`src/rtl/iuct_pkg.sv`:
```
// Shared types for the interval union coverage tracker.
// No dependencies; used by iuct_merge_unit and the top level.
`default_nettype none

package iuct_pkg;

  // sequencer states, one-hot
  typedef enum logic [4:0] {
    ST_IDLE  = 5'b00001,
    ST_SCAN  = 5'b00010,
    ST_DRAIN = 5'b00100,
    ST_STORE = 5'b01000,
    ST_DONE  = 5'b10000
  } state_t;

  // compare flags from the shared unit
  typedef struct packed {
    logic hit;     // operand interval overlaps the request
    logic lower;   // operand first below current merged low bound
    logic higher;  // operand last above current merged high bound
  } cmp_flags_t;

endpackage

`default_nettype wire

```
`src/rtl/iuct_merge_unit.sv`:
```
// Shared compare and length unit: overlap test and interval length.
// Depends on iuct_pkg (cmp_flags_t).
`default_nettype none

module iuct_merge_unit #(
  parameter int COORD_WIDTH = 32
) (
  input  wire logic [COORD_WIDTH-1:0] req_start,
  input  wire logic [COORD_WIDTH-1:0] req_end,
  input  wire logic [COORD_WIDTH-1:0] cur_lo,
  input  wire logic [COORD_WIDTH-1:0] cur_hi,
  input  wire logic [COORD_WIDTH-1:0] op_first,
  input  wire logic [COORD_WIDTH-1:0] op_last,
  output iuct_pkg::cmp_flags_t        flags,
  output logic      [COORD_WIDTH:0]   op_len
);

  always_comb begin
    flags.hit    = (op_first <= req_end) && (op_last >= req_start);
    flags.lower  = op_first < cur_lo;
    flags.higher = op_last > cur_hi;
    // closed interval length, up to 2^COORD_WIDTH
    op_len = {1'b0, op_last} - {1'b0, op_first} + {{COORD_WIDTH{1'b0}}, 1'b1};
  end

endmodule

`default_nettype wire

```
`config.mk`:
```
export PLATFORM = sky130hd
export DESIGN_NAME = iuct_merge_unit
export DESIGN_NICKNAME = d
export VERILOG_FILES = /design/src/rtl/iuct_pkg.sv /design/src/rtl/iuct_merge_unit.sv
export SDC_FILE = /design/constraint.sdc
export NUM_CORES = 1
export LEC_CHECK = 0
export BUFFER_PORTS_ARGS = -buffer_cell sky130_fd_sc_hd__clkbuf_2
export CELL_PAD_IN_SITES_DETAIL_PLACEMENT = 1
export CELL_PAD_IN_SITES_GLOBAL_PLACEMENT = 1
export CORE_ASPECT_RATIO = 0.8
export CORE_MARGIN = 4
export CORE_UTILIZATION = 28
export DETAILED_ROUTE_END_ITERATION = 8
export PLACE_DENSITY = 0.76
export SLEW_MARGIN = 5
export SYNTH_ARGS = -nofsm -noshare
export SYNTH_HDL_FRONTEND = slang
export SYNTH_SLANG_ARGS = --single-unit
```
`constraint.sdc`:
```
create_clock -name vclk -period 9.9
set_input_delay 2.475 -clock vclk [all_inputs]
set_output_delay 2.475 -clock vclk [all_outputs]
set_load 0.005 [all_outputs]
```
==> impl_metrics.csv, run 1 <==
group,metric,value,unit
run_status,status,"complete, no violations",
die,die_w,168,um
pwr,clkPwrFrac,0,%
global_route,grt_pass1_wl,33900,um
pwr,internal-power,188,uW
placed_design,port_buffers,228,
global_route,grt_overflow,0,
die,die_h,136,um
sta,final_max_slew_viol_count,0,
sta,fin_crit_sh,78.4,%
synth,synthSimpleGateAreaFrac,14.2,%
pwr,power_switching,236,uW
cells_and_area,layout_commonest_cell,"clkbuf_2",
sta,worst_pin_slew,0.877,ns
pwr,p_leak,4.38,nW
sta,finalCriticalPeriod,7.76,ns
clock_tree,postCtsSetupBuffers,0,
cells_and_area,multi_input_area,5010,sq um
pwr,p_per_area,59.5,nW/um^2
global_route,grt_pass1_vias,6473,
die,ios,228,
synth,post-synth-top-area-fraction,41.6,%
global_route,antenna_found_initial,0,
global_route,grt_max_degree,12,
sta,clock.fmax,0.129,GHz
placed_design,place.gp.congestion,0.891,
die,die-area,22800,sq um
placed_design,place_ws,2.15,ns
cells_and_area,seq_cells,0,
cells_and_area,syn_to_final_growth,24.7,%
critical_path,worst_path_max_delay_cell,"fa_1",
critical_path,critPathMaxFanout,6,
global_route,grt_usage,18.2,%
synth,postSynthAreaPerCell,7.29,sq um
synth,synthMuxAreaShare,0.525,%
routing,drc,0,
routing,drt-wirelength-per-cell,17.1,um
sta,fin_ws,2.14,ns
sta,relSlewSlack,40.7,%
critical_path,slowest_delay,0.47,ns
routing,via_per_inst,4.91,
cells_and_area,final_cell_mix,"clkbuf_2, ha_1, inv_1",
pwr,pwr-share-comb,100.0,%
sta,setup_viol_count_final,0,
synth,synth_compound_gate_area_share,27.3,%
pwr,finalPower,424,uW
cells_and_area,drive_gt1_share,24.5,%
synth,syn_nets,1167,
synth,synth_top_family_by_area,"adder cells",
clock_tree,cts.repair.resized,0,
synth,synthAdderAreaFrac,41.9,%
cells_and_area,final_nets,1386,
worst_hold_path,hp-class,"in2out",
cells_and_area,seq_area,0,sq um
clock_tree,postCtsHoldBufs,0,
die,num_rows,46,
routing,drt_first_pass_iters,4,
synth,synthTopCellsByArea,"ha_1, inv_1, a21oi_1",
synth,yosysTopAreaCell,"ha_1",
critical_path,crit_buf_inv,4,
critical_path,required,7.43,ns
die,start_util,28.7,%
critical_path,cp.arrival,5.28,ns
critical_path,crit_type,"in2out",
synth,synthCells,784,
synth,mappedNetlistArea,5720,sq um
routing,wirelength,21600,um
synth,ys_types,65,
sta,hold_viol_final,0,
routing,antenna_left,0,
synth,ys_seq_area_share,0,%
flow_run,max_cap_violations,0,
critical_path,critPathCaptureType,"primary output",
critical_path,path_cells,"clkbuf_2 > inv_1 > ha_1 > inv_1 > ha_1 > fa_1 > a211oi_2 > o21ai_2 > a211oi_4 > a2111oi_2 > a211oi_2 > xnor2_1 > clkbuf_2",
cells_and_area,nClkBuffers,0,
routing,num_vias,6211,
critical_path,path_delay_family,"compound AO/OA/AOI/OAI gates",
cells_and_area,antenna_cells,0,
critical_path,crit_path_start_kind,"input pin",
pwr,pwr-share-seq,0,%
cells_and_area,fill_cells,2615,
pwr,ir_worst_vdd,0.0171,mV
sta,tns,0,ns
routing,drtIter0Drc,260,
placed_design,dpl.hpwl,20400,um
die,core,19900,sq um
synth,ys_warn_count,0,
pwr,p_sw_share,55.7,%
synth,synth_xor_area_share,3.68,%
sta,rsz0062_at_grt,"false",
[metal layers]
metal,share of wire (%),global-route usage [%],vias to the layer above
met5,0,0,-
met4,0.43,0.631,0
met3,3.2,1.25,6
met2,46,31.1,105
met1,51,26.6,2853
li1,-,-,3247
[worst paths after layout]
kind                  cells past startpoint          to  slack, ns  startpoint
worst min-delay path                      3   op_len[0]       5.27  op_last[0]
worst max-delay path                     13  op_len[29]       2.14  op_last[1]
[synthesized netlist by cell type (all sizes together) (4+ instances only)]
library cell / instances
nor4: 7
inv: 172
xnor2: 17
o211a: 5
a2111oi: 6
clkbuf: 4
nand3: 12
a211oi: 13
xor2: 7
nand4: 28
nand2: 31
nor3: 13
o21bai: 5
a21o: 45
ha: 190
o211ai: 10
nand2b: 7
nor2: 28
buf: 7
a21oi: 72
o21ai: 38
or3: 4
o21a: 10
nor2b: 7
[logic make-up after synthesis]
family | Yosys count
adders and majority gates | 191
buffers and inverters | 183
and+or+nand+nor | 153
xor gates and xnor gates | 24
AOI/OAI and AO/OA | 230
muxes | 3
[through the flow]
| stage | utilization (%) | hold slack, ns | instances | cell area (sq um) |
|---|---|---|---|---|
| floorplan | - | 5.06 | 784 | 5720 |
| global placement | 35.8 | 5.27 | 1265 | 7130 |
| detailed placement | 35.8 | 5.27 | 1265 | 7130 |
| CTS | 35.8 | 5.27 | 1265 | 7130 |
| global route | 35.8 | 5.31 | 1265 | 7130 |
| finish | 35.8 | 5.27 | 1265 | 7130 |
[power by group through the flow]
stage / combinational (mW) / sequential, mW / clock, mW
2_1_floorplan: 0.263 / 0 / 0
3_3_place_gp: 0.416 / 0 / 0
3_5_place_dp: 0.427 / 0 / 0
4_1_cts: 0.430 / 0 / 0
5_1_grt: 0.483 / 0 / 0
6_report: 0.424 / 0 / 0
[area by class of cell]
cell class	instances	share of cell area, %
Tap cell	264	4.63
Multi-Input combinational cell	601	70.3
Inverter	172	9.06
Timing Repair Buffer	228	16.0
Note: power is estimated with default switching activity, not from simulation.
==> run 2: changes to the inputs <==
--- a/config.mk
+++ b/config.mk
@@ -5,6 +5,7 @@
 export SDC_FILE = /design/constraint.sdc
 export NUM_CORES = 1
 export LEC_CHECK = 0
+export ABC_AREA = 1
 export BUFFER_PORTS_ARGS = -buffer_cell sky130_fd_sc_hd__clkbuf_2
 export CELL_PAD_IN_SITES_DETAIL_PLACEMENT = 1
 export CELL_PAD_IN_SITES_GLOBAL_PLACEMENT = 1
@@ -12,7 +13,7 @@
 export CORE_MARGIN = 4
 export CORE_UTILIZATION = 28
 export DETAILED_ROUTE_END_ITERATION = 8
-export PLACE_DENSITY = 0.76
+export PLACE_DENSITY = 0.78
 export SLEW_MARGIN = 5
 export SYNTH_ARGS = -nofsm -noshare
 export SYNTH_HDL_FRONTEND = slang
==> constraint.sdc (replaced) <==
create_clock -name vclk -period 7.2
set_input_delay 1.8 -clock vclk [all_inputs]
set_output_delay 1.8 -clock vclk [all_outputs]
set_load 0.005 [all_outputs]
==> run 2 against run 1 <==
Compared with the run above: via count is 7.3% higher; combinational power is 29% higher; highest routed layer unchanged; final cell count is 14% higher.
==> impl_metrics.csv, run 2 <==
group,metric,value,unit
die,num_rows,46,
sta,relSlewSlack,59.5,%
die,core,19900,sq um
cells_and_area,antenna_cells,0,
worst_hold_path,hp-class,"in2out",
routing,drtIter0Drc,230,
synth,post-synth-top-area-fraction,41.7,%
cells_and_area,fill_cells,2758,
global_route,grt_pass1_vias,6959,
sta,fin_crit_sh,79.9,%
cells_and_area,drive_gt1_share,19.7,%
critical_path,endpoint,"op_len[21]",
placed_design,dpl.hpwl,21000,um
cells_and_area,final_nets,1564,
synth,synthTopCellsByArea,"ha_1, nand2_1, inv_1",
global_route,grt_overflow,0,
cells_and_area,nClkBuffers,0,
pwr,finalPower,549,uW
routing,drt_first_pass_iters,4,
placed_design,place.gp.congestion,0.886,
critical_path,cp-startpoint,"op_first[1]",
flow_run,max_cap_violations,0,
cells_and_area,finalNonFillerCells,1443,
placed_design,port_buffers,228,
critical_path,crit_path_start_kind,"input pin",
synth,ys_seq_area_share,0,%
critical_path,critPathCaptureType,"primary output",
critical_path,required,5.40,ns
synth,yosys-top-cells-count,"nand2_1, inv_1, ha_1",
global_route,antenna_found_initial,0,
routing,drc,0,
sta,tns,0,ns
placed_design,place_area,7170,sq um
synth,syn_nets,1334,
cells_and_area,layout_commonest_cell,"nand2_1",
synth,mappedNetlistArea,5700,sq um
placed_design,place_ws,1.47,ns
clock_tree,postCtsHoldBufs,0,
die,die_w,168,um
sta,final_max_slew_viol_count,0,
synth,postSynthAreaPerCell,6.00,sq um
die,die-area,22700,sq um
cells_and_area,design_area,7170,sq um
global_route,grt_usage,18.5,%
pwr,p_leak,4.75,nW
placed_design,place_inst,1443,
run_status,status,"complete, no violations",
sta,setup_viol_count_final,0,
critical_path,crit_type,"in2out",
pwr,p_per_area,76.5,nW/um^2
clock_tree,postCtsSetupBuffers,0,
routing,via_per_inst,4.62,
synth,ys_types,31,
sta,rsz0062_at_grt,"false",
routing,antenna_left,0,
pwr,ir_worst_vdd,0.0348,mV
die,ios,228,
critical_path,cp.arrival,3.95,ns
cells_and_area,final_cell_mix,"nand2_1, clkbuf_2, inv_1",
die,start_util,28.6,%
synth,ys_warn_count,0,
routing,drt-wirelength-per-cell,15.3,um
routing,num_vias,6665,
cells_and_area,seq_area,0,sq um
sta,worst_pin_slew,0.602,ns
sta,finalCriticalPeriod,5.75,ns
sta,hold_viol_final,0,
clock_tree,cts.repair.resized,0,
global_route,grt_max_degree,6,
sta,fin_ws,1.45,ns
sta,clock.fmax,0.174,GHz
cells_and_area,syn_to_final_growth,25.8,%
synth,yosysTopAreaCell,"ha_1",
routing,wirelength,22000,um
cells_and_area,seq_cells,0,
die,die_h,136,um
synth,yosysMostFrequentCell,"nand2_1",
global_route,grt_pass1_wl,34700,um
synth,synthCells,951,
critical_path,critPathMaxFanout,3,
## run 2: power breakdown
group          total [mW]  internal, mW  switching [mW]
combinational       0.549         0.227           0.322
sequential              0             0               0
clock                   0             0               0
## run 2: worst min-delay path by stage
stage	from	end	slack [ns]	depth (start not counted)
finish	op_last[0]	op_len[0]	3.91	3
global route	op_last[0]	op_len[0]	3.93	3
CTS	op_last[0]	op_len[0]	3.91	3
detailed placement	op_last[0]	op_len[0]	3.91	3
global placement	op_last[0]	op_len[0]	3.90	3
floorplan	op_last[0]	op_len[0]	3.71	1
## run 2: layout make-up
type | instances | area [sq um] | share of cell area, %
Inverter | 222 | 833 | 11.6
Multi-Input combinational cell | 729 | 4870 | 67.9
Timing Repair Buffer | 228 | 1140 | 15.9
Tap cell | 264 | 330 | 4.60
## run 2: critical path: stages
cell and delay, ns:
clkbuf_2 0.14, ha_1 0.29, inv_1 0.04, ha_1 0.22, fa_1 0.42, nand2_1 0.09
nand2_1 0.07, and2_4 0.16, nand3_1 0.07, nand3_1 0.16, nand2_1 0.10, nand2_1 0.07
xor2_1 0.19, clkbuf_2 0.15
## run 2: logic make-up (layout without fill, tap and decap cells)
| family | count (synthesis) | count (layout) | synth area share, % |
|---|---|---|---|
| AO/OA/AOI/OAI | 148 | 148 | 13.9 |
| XOR/XNOR | 16 | 16 | 2.46 |
| adder cells (fa/ha/maj) | 191 | 191 | 42.0 |
| buffers and inverters | 222 | 450 | 14.6 |
| AND/OR/NAND/NOR | 374 | 374 | 27.0 |
## run 2: stage by stage
stage	hold slack, ns	utilization, %
after floorplan	3.71	-
after global placement	3.90	36.0
after detailed placement	3.91	36.0
after CTS	3.91	36.0
after global routing	3.93	36.0
final	3.91	36.0
## run 2: layer usage
layer	wire length, um	vias to the layer above	GRT usage [%]
li1	-	3528	-
met1	11500	3006	27.8
met2	9510	116	30.4
met3	825	15	1.02
met4	246	0	1.80
met5	0	-	0
==> run 3: changes to the inputs <==
--- a/config.mk
+++ b/config.mk
@@ -5,7 +5,7 @@
 export SDC_FILE = /design/constraint.sdc
 export NUM_CORES = 1
 export LEC_CHECK = 0
-export ABC_AREA = 1
+export ABC_AREA = 0
 export BUFFER_PORTS_ARGS = -buffer_cell sky130_fd_sc_hd__clkbuf_2
 export CELL_PAD_IN_SITES_DETAIL_PLACEMENT = 1
 export CELL_PAD_IN_SITES_GLOBAL_PLACEMENT = 1
@@ -13,7 +13,7 @@
 export CORE_MARGIN = 4
 export CORE_UTILIZATION = 28
 export DETAILED_ROUTE_END_ITERATION = 8
-export PLACE_DENSITY = 0.78
+export PLACE_DENSITY = 0.76
 export SLEW_MARGIN = 5
 export SYNTH_ARGS = -nofsm -noshare
 export SYNTH_HDL_FRONTEND = slang
==> constraint.sdc (replaced) <==
create_clock -name vclk -period 5.6
set_input_delay 1.4 -clock vclk [all_inputs]
set_output_delay 1.4 -clock vclk [all_outputs]
set_load 0.005 [all_outputs]
==> run 3 against run 2 <==
Compared with the run above: die area rose by 0.21%; via count fell by 5.9%; critical endpoint is now op_len[29]; critical path depth did not move; combinational power rose by 39%; setup slack got worse by 1.3 ns; largest power group unchanged; cell area rose by 0.17%; global-route usage fell by 0.53 points; flip-flop and latch count did not move; sequential share of layout area did not move; final cell count fell by 12%; non-clock buffer count rose by 6.
==> impl_metrics.csv, run 3 (synthesis results as in run 1) <==
group,metric,value,unit
critical_path,crit_path_start_kind,"input pin",
critical_path,critPathCaptureType,"primary output",
sta,final_max_slew_viol_count,0,
cells_and_area,drive_gt1_share,24.9,%
critical_path,path_delay_family,"compound AO/OA/AOI/OAI gates",
die,die_h,136,um
critical_path,required,4.20,ns
routing,antenna_left,0,
critical_path,endpoint,"op_len[29]",
critical_path,crit_cells,14,
cells_and_area,antenna_cells,0,
global_route,grt_pass1_wl,33300,um
worst_hold_path,hp-class,"in2out",
routing,drtIter0Drc,259,
pwr,finalPower,765,uW
routing,wirelength,21800,um
routing,drt-wirelength-per-cell,17.2,um
pwr,p_leak,4.41,nW
sta,finalCriticalPeriod,5.43,ns
die,start_util,28.7,%
clock_tree,postCtsSetupBuffers,0,
sta,clock.fmax,0.184,GHz
sta,worst_pin_slew,0.733,ns
routing,num_vias,6275,
cells_and_area,fill_cells,2609,
critical_path,cp.arrival,4.03,ns
sta,rsz0062_at_grt,"false",
critical_path,critPathMaxFanout,5,
die,die_w,168,um
critical_path,slowest_delay,0.46,ns
die,die-area,22800,sq um
cells_and_area,syn_to_final_growth,25.7,%
global_route,grt_pass1_vias,6377,
critical_path,path_cells,"clkbuf_2 > inv_1 > ha_1 > inv_1 > ha_1 > fa_1 > a211oi_2 > o21ai_2 > a211oi_4 > buf_12 > a2111oi_2 > a211oi_2 > xnor2_1 > clkbuf_2",
die,core,19900,sq um
cells_and_area,final_cell_mix,"clkbuf_2, ha_1, inv_1",
global_route,grt_usage,18.0,%
cells_and_area,multi_input_area,5010,sq um
die,num_rows,46,
cells_and_area,layout_commonest_cell,"clkbuf_2",
pwr,p_per_area,106,nW/um^2
routing,drc,0,
sta,tns,0,ns
global_route,grt_overflow,0,
clock_tree,postCtsHoldBufs,0,
sta,setup_viol_count_final,0,
sta,hold_ws,3.10,ns
critical_path,crit_type,"in2out",
clock_tree,cts.repair.resized,0,
cells_and_area,nClkBuffers,0,
flow_run,max_cap_violations,0,
sta,relSlewSlack,49.9,%
sta,hold_viol_final,0,
pwr,ir_worst_vdd,0.0287,mV
run_status,status,"complete, no violations",
cells_and_area,fin_util,36.1,%
critical_path,cp-startpoint,"op_last[1]",
placed_design,port_buffers,228,
cells_and_area,seq_area,0,sq um
die,ios,228,
critical_path,worst_path_max_delay_cell,"fa_1",
cells_and_area,seq_cells,0,
global_route,antenna_found_initial,0,
sta,fin_crit_sh,97.0,%
placed_design,dpl.hpwl,20400,um
routing,via_per_inst,4.94,
routing,drt_first_pass_iters,4,
cells_and_area,final_nets,1392,
placed_design,place.gp.congestion,0.901,
global_route,grt_max_degree,12,
critical_path,crit_buf_inv,5,
==> run 3: metal layers <==
layer	vias up	track usage (%)	wire, um
met3	8	1.37	818
met1	2901	26.2	10900
met4	0	0.856	123
met2	110	30.6	10000
li1	3256	-	-
met5	-	0	0
==> run 3: final cells by class <==
cell class | instances | share of cell area [%]
well taps | 264 | 4.60
repair buffers | 234 | 16.7
multi-input cells | 601 | 69.7
inverters | 172 | 8.98
==> run 3: worst min-delay path by stage <==
stage | start | endpoint | slack (ns) | depth (start not counted)
3_3_place_gp | op_last[0] | op_len[0] | 3.11 | 3
4_1_cts | op_last[0] | op_len[0] | 3.10 | 3
3_5_place_dp | op_last[0] | op_len[0] | 3.10 | 3
6_report | op_last[0] | op_len[0] | 3.10 | 3
2_1_floorplan | op_last[0] | op_len[0] | 2.91 | 1
5_1_grt | op_last[0] | op_len[0] | 3.14 | 3
==> run 3: per-stage QoR <==
stage                     worst slack [ns]  cells  instance area [sq um]
after global placement              0.0656   1270                   7170
after CTS                           0.0139   1270                   7170
after floorplan                      0.593    784                   5720
after detailed placement            0.0208   1270                   7170
after global routing                0.0199   1271                   7190
final                                0.171   1271                   7190
==> run 3: power breakdown <==
group / leakage (nW) / internal (mW) / switching [mW]
logic: 4.41 / 0.343 / 0.422
clock network: 0 / 0 / 0
registers: 0 / 0 / 0
total: 4.41 / 0.343 / 0.422
